### config.mk
export PLATFORM = sky130hd
export DESIGN_NAME = aacq_divider
export DESIGN_NICKNAME = d
export VERILOG_FILES = /design/src/rtl/aacq_pkg.sv /design/src/rtl/aacq_divider.sv
export SDC_FILE = /design/constraint.sdc
export NUM_CORES = 1
export LEC_CHECK = 0
export ABC_AREA = 1
export BUFFER_PORTS_ARGS = -buffer_cell sky130_fd_sc_hd__buf_2
export CORE_ASPECT_RATIO = 0.7
export CORE_MARGIN = 2
export CORE_UTILIZATION = 50
export DETAILED_ROUTE_END_ITERATION = 10
export GPL_ROUTABILITY_DRIVEN = 0
export PLACE_DENSITY = 0.76
export SYNTH_ARGS = -nofsm -noshare
export SYNTH_HDL_FRONTEND = slang
export SYNTH_SLANG_ARGS = --single-unit
### constraint.sdc
create_clock -name clk -period 1.7 [get_ports clk]
set_input_delay 0.34 -clock clk [delete_from_list [all_inputs] [get_ports clk]]
set_output_delay 0.34 -clock clk [all_outputs]
set_load 0.005 [all_outputs]
### src/rtl/aacq_pkg.sv
// aacq_pkg: shared types and constants of the area average cell luma quantizer.
// Used by aacq_frame_store, aacq_divider and the top level.
package aacq_pkg;

    localparam int MAX_WIDTH   = 256;
    localparam int MAX_HEIGHT  = 256;
    localparam int MAX_GRID    = 256;
    localparam int MAX_RAMP    = 1024;
    localparam int ADDR_W      = 16;
    localparam int PIX_W       = 24;
    localparam int NUM_W       = 28;
    localparam int DEN_W       = 18;
    localparam int CNT_W       = 5;
    // ceil(2^46 / 255000): exact floor division by 255000 for 28-bit numerators
    localparam int LUMA_SHIFT  = 46;
    localparam logic [28:0] LUMA_RECIP = 29'd275955860;

    typedef enum logic [2:0] {
        REG_FRAME_WIDTH  = 3'd0,
        REG_FRAME_HEIGHT = 3'd1,
        REG_GRID_COLS    = 3'd2,
        REG_GRID_ROWS    = 3'd3,
        REG_RAMP_LENGTH  = 3'd4
    } reg_idx_t;

    typedef enum logic [1:0] {
        ST_OK       = 2'd0,
        ST_BAD_RAMP = 2'd1,
        ST_BAD_SIZE = 2'd2,
        ST_OUTSIDE  = 2'd3
    } status_t;

    typedef enum logic [2:0] {
        DIV_PX0 = 3'd0,
        DIV_PX1 = 3'd1,
        DIV_PY0 = 3'd2,
        DIV_PY1 = 3'd3,
        DIV_RED = 3'd4,
        DIV_GRN = 3'd5,
        DIV_BLU = 3'd6
    } div_sel_t;

    typedef struct packed {
        logic             start;
        logic [NUM_W-1:0] num;
        logic [DEN_W-1:0] den;
    } div_req_t;

    typedef struct packed {
        logic             done;
        logic [NUM_W-1:0] quot;
    } div_rsp_t;

endpackage

### src/rtl/aacq_divider.sv
// aacq_divider: restoring divider, one quotient bit per cycle.
// Depends on aacq_pkg (div_req_t, div_rsp_t).
module aacq_divider
    import aacq_pkg::*;
(
    input  logic     clk,
    input  logic     rst_n,
    input  div_req_t req,
    output div_rsp_t rsp
);

    logic             busy_reg, busy_next;
    logic [CNT_W-1:0] cnt_reg, cnt_next;
    logic [DEN_W-1:0] rem_reg, rem_next;
    logic [NUM_W-1:0] quo_reg, quo_next;
    logic [DEN_W-1:0] den_reg, den_next;
    logic             done_reg, done_next;
    logic [DEN_W:0]   trial;

    always_comb
    begin
        busy_next = busy_reg;
        cnt_next  = cnt_reg;
        rem_next  = rem_reg;
        quo_next  = quo_reg;
        den_next  = den_reg;
        done_next = 1'b0;
        trial     = {rem_reg, quo_reg[NUM_W-1]};
        if (req.start)
        begin
            busy_next = 1'b1;
            cnt_next  = CNT_W'(NUM_W - 1);
            rem_next  = '0;
            quo_next  = req.num;
            den_next  = req.den;
        end
        else if (busy_reg)
        begin
            if (trial >= {1'b0, den_reg})
            begin
                rem_next = DEN_W'(trial - {1'b0, den_reg});
                quo_next = {quo_reg[NUM_W-2:0], 1'b1};
            end
            else
            begin
                rem_next = trial[DEN_W-1:0];
                quo_next = {quo_reg[NUM_W-2:0], 1'b0};
            end
            cnt_next = cnt_reg - 1'b1;
            if (cnt_reg == '0)
            begin
                busy_next = 1'b0;
                done_next = 1'b1;
            end
        end
    end

    always_ff @(posedge clk or negedge rst_n)
    begin
        if (!rst_n)
        begin
            busy_reg <= 1'b0;
            done_reg <= 1'b0;
            cnt_reg  <= '0;
        end
        else
        begin
            busy_reg <= busy_next;
            done_reg <= done_next;
            cnt_reg  <= cnt_next;
        end
    end

    always_ff @(posedge clk)
    begin
        rem_reg <= rem_next;
        quo_reg <= quo_next;
        den_reg <= den_next;
    end

    assign rsp.done = done_reg;
    assign rsp.quot = quo_reg;

endmodule

# After elaboration in Yosys (flattened, before gate mapping)
# Cells that the tools add are included.
# word_totals
register_bits,71
in_bits,49
out_inout_bits,29
elab_cells,23
# op_classes
addsub,2
magnitude_cmp,1
mux,12
reduce_logical,2
# ops
operator,n
$mux 28,2
$ge 19x18->1,1
$mux 18,1
$sub 18x18->18,1
$mux 5,2
$mux 1,7
$logic_not 5->1,1
$sub 5x1->5 const B,1
$reduce_bool 2->1,1

# Depth between registers and ports, before layout
# depth
depth_word,4
ltp_mapped,16
depth_no_buf,15

# Worst setup path before layout
# Ideal clock, no wire load.
# synth_timing
path_type,register to register
start,reg quo_reg[27]
end,reg rem_reg[6]
setup_time_ns,0.158
t_arrival_ns,1.701
required_ns,1.542
slack_ns,-0.158
path_stages_with_launch,13
path_buffers,0
period_less_slack_ns,1.858
cell_sequence,edfxtp_1 inv_1 ha_1 inv_1 fa_1 inv_1 nor2_1 nor2_1 o21bai_1 xnor2_1 nand2_1 nand3_1 o21ai_0
# synth_between
elab_chain_cells,2
elab_cells_between_ends,3
cone_classes,add/sub: 1; order compare: 1; mux: 1
# synth_lines
item,line,text
"start, declared",aacq_divider.sv:15,"logic [NUM_W-1:0] quo_reg, quo_next;"
"start signal, assigned",aacq_divider.sv:77,quo_reg <= quo_next;
$sub 18x18->18 or $ge 19x18->1 (tied branches),"aacq_divider.sv:41, aacq_divider.sv:39",
$mux 18 (*),aacq_divider.sv:39,"if (trial >= {1'b0, den_reg})"
"end signal, assigned",aacq_divider.sv:76,rem_reg <= rem_next;
"end, declared",aacq_divider.sv:14,"logic [DEN_W-1:0] rem_reg, rem_next;"
# Every way passes the cells marked *; elsewhere a longest branch is shown, timed or not.
# A chain may end at the register's enable or synchronous reset.

# Worst setup path after layout
# layout_timing
start,reg quo_reg[27]
end,reg rem_reg[12]
# The elaborated chain is that of the path after synthesis.

==> results.sh <==
export IMPL_ant_nets=0
export IMPL_fillers=545
export IMPL_syn_nets=588
export IMPL_setup_viol=19
export IMPL_cts_tree="built"
export IMPL_status="complete, but fails checks"
export IMPL_layout_common_cells="nand2_1, buf_2, buf_4, inv_1, edfxtp_1"
export IMPL_synthFlopType="edfxtp_1"
export IMPL_wirelength_mm=11.8
export IMPL_synth_seq_area_share_pct=47.1
export IMPL_clkSinkCount=71
export IMPL_leakagePower_uw=0.00294
export IMPL_num_vias=3979
export IMPL_htreeDepth=3
export IMPL_fin_nets=731
export IMPL_port_buffers=77
export IMPL_violations="negative setup slack"
export IMPL_routed_via_density=5.19
export IMPL_overflow=0
export IMPL_path_class="flip-flop to flip-flop"
export IMPL_drive_gt1_share_pct=39.3
export IMPL_timing_final_ws_setup_ps=-277
export IMPL_diodes=0
export IMPL_largest_reg_flops=28
export IMPL_clkLatencyLatePin_ps=340
export IMPL_place_area_mm2=0.00515
export IMPL_worst_hold_slack_ps=174
export IMPL_cp_start_kind="flip-flop"
export IMPL_die_w_um=112
export IMPL_hold_class="input port to flip-flop"
export IMPL_maxCapViolations=0
export IMPL_max_freq_mhz=506
export IMPL_drcViolationCount=0
export IMPL_antenna_found_initial=0
export IMPL_worst_pin_slew_ps=396
export IMPL_power_density_mw_per_mm2=1630
export IMPL_crit_fanout=3
export IMPL_hpwl_mm=7.64
export IMPL_crit_arrival_ps=2210
export IMPL_clk_path_buf_depth=2
export IMPL_end_kind="flip-flop"
export IMPL_hold_viol=0
export IMPL_chipHeight_um=79.5
export IMPL_areaGrowthSynthToFinish_pct=44.3
export IMPL_synth_seq_cells=71
export IMPL_core_area_mm2=0.00787
export IMPL_avgSynthCellArea_um2=7.86
export IMPL_fin_area_mm2=0.00588
export IMPL_final_common_cell="nand2_1"
export IMPL_ir_drop_v=0.00115
export IMPL_synthCells=518
export IMPL_cts_root_buf="clkbuf_16"
export IMPL_grt_pass1_wl_mm=18.3
export IMPL_fin_crit_ps=1980
export IMPL_synth_edf_count=46
export IMPL_wl_per_cell_um=15.4
export IMPL_rsz0062_at_grt="true"
export IMPL_clk_pin_slew_ps=60
export IMPL_syn_area_mm2=0.00407
export IMPL_cts_made_buffers=9
export IMPL_first_global_vias=3966
export IMPL_initial_core_util_pct=51.8
export IMPL_required_ps=1930
export IMPL_synthArstFlopShare_pct=9.86
export IMPL_io_pins=78
export IMPL_grt_usage_pct=26.6
export IMPL_clock_skew_ps=9.05
export IMPL_synth_warnings=0
export IMPL_die_area_mm2=0.00890
export IMPL_grt_max_degree=32
export IMPL_ys_types=33
export IMPL_drtPass1Iterations=5
export IMPL_rows=27
export IMPL_drtIter0Drc=351
export IMPL_slew_headroom_pct=73.3
export IMPL_finalCritPeriodShare_pct=116
export IMPL_maxSlewViolCount=0
-- final timing paths --
path	slack [ps]	end	from	depth (start not counted)
max in group asynchronous	1160	done_reg$_DFF_PN0_	rst_n	2
min	170	den_reg[0]$_DFFE_PP_	req[0]	1
max	-280	rem_reg[12]$_SDFFE_PP0P_	quo_reg[27]$_DFFE_PP_	14
max reg2reg	-280	rem_reg[12]$_SDFFE_PP0P_	quo_reg[27]$_DFFE_PP_	14
min in group asynchronous	370	busy_reg$_DFF_PN0_	rst_n	2
min reg2reg	500	cnt_reg[2]$_DFFE_PN0P_	cnt_reg[2]$_DFFE_PN0P_	1
-- logic make-up (layout without fill, tap and decap cells) --
group	after synthesis	in the layout	share of synthesized area (%)
buffers and inverters	83	230	8.51
xor gates and xnor gates	8	8	1.72
and+or+nand+nor	299	300	31.4
DFF	71	71	47.1
AOI/OAI and AO/OA	36	36	4.73
adders and majority gates	21	21	6.63
-- worst max-delay path, cell delays in order, from the launching register on --
cell and delay (ps):
edfxtp_1 420, inv_2 110, ha_4 140, inv_4 40
fa_2 370, inv_2 60, nor2_2 40, o21ai_1 150
nand2_2 100, nand2_2 80, nand3b_1 100, nand2_1 100
nand2_1 50, nand3_1 60, nand2_1 60
-- metrics by stage --
stage	setup TNS [ps]	power (µW)	utilization [%]	cells	setup slack (ps)
final	-3610	9570	74.7	767	-277
after global routing	-5440	10100	74.7	767	-409
after CTS	-2920	9000	72.5	764	-208
after detailed placement	-3790	6710	65.5	739	-243
after global placement	-2730	6570	65.5	739	-196
after floorplan	-685	5090	-	518	-134
-- synthesized netlist by cell type, drive strengths merged (8+ instances only) --
master  instances  area [µm²]
a21oi          16        80.1
clkbuf          8        30.0
dfxtp          18         360
edfxtp         46        1380
ha             20         250
inv            67         251
nand2         214         837
nand3          34         180
nand3b         13        97.6
nor2           31         121
o21ai          16        83.8
-- layout make-up --
type / count / area, µm² / area share, %
multi-input cells: 365 / 2300 / 39.2
flip-flops and latches: 71 / 1920 / 32.6
repair buffers: 146 / 1000 / 17.1
inverters: 68 / 260 / 4.43
clock buffers: 10 / 229 / 3.89
well taps: 101 / 126 / 2.15
clock inverters: 6 / 38.8 / 0.660
-- per-layer routing --
metal  share of wire (%)  track usage [%]  wire [µm]  up-vias
met4                 2.0             9.14        242        0
met3                 6.9             7.29        819       27
li1                    -                -          -     1939
met2                  49             44.4       5810      151
met5                   0                0          0        -
met1                  42             33.6       4950     1862
-- repair_timing --
action | 4_1_cts | 5_1_grt
gates cloned | 2 | 0
pin swaps | 17 | 24
gates resized for setup | 47 | 49
setup buffers | 6 | 3
hold buffers | 1 | 0
setup endpoints to repair | 19 | 19
hold endpoints to repair | 7 | 0
-- report_power, final --
group	leakage (µW)	internal (µW)	switching (µW)
sequential	0.000708	2170	288
combinational	0.00211	2610	2780
clock	0.000128	981	725
No activity file was read; power rests on OpenSTA's default activity.
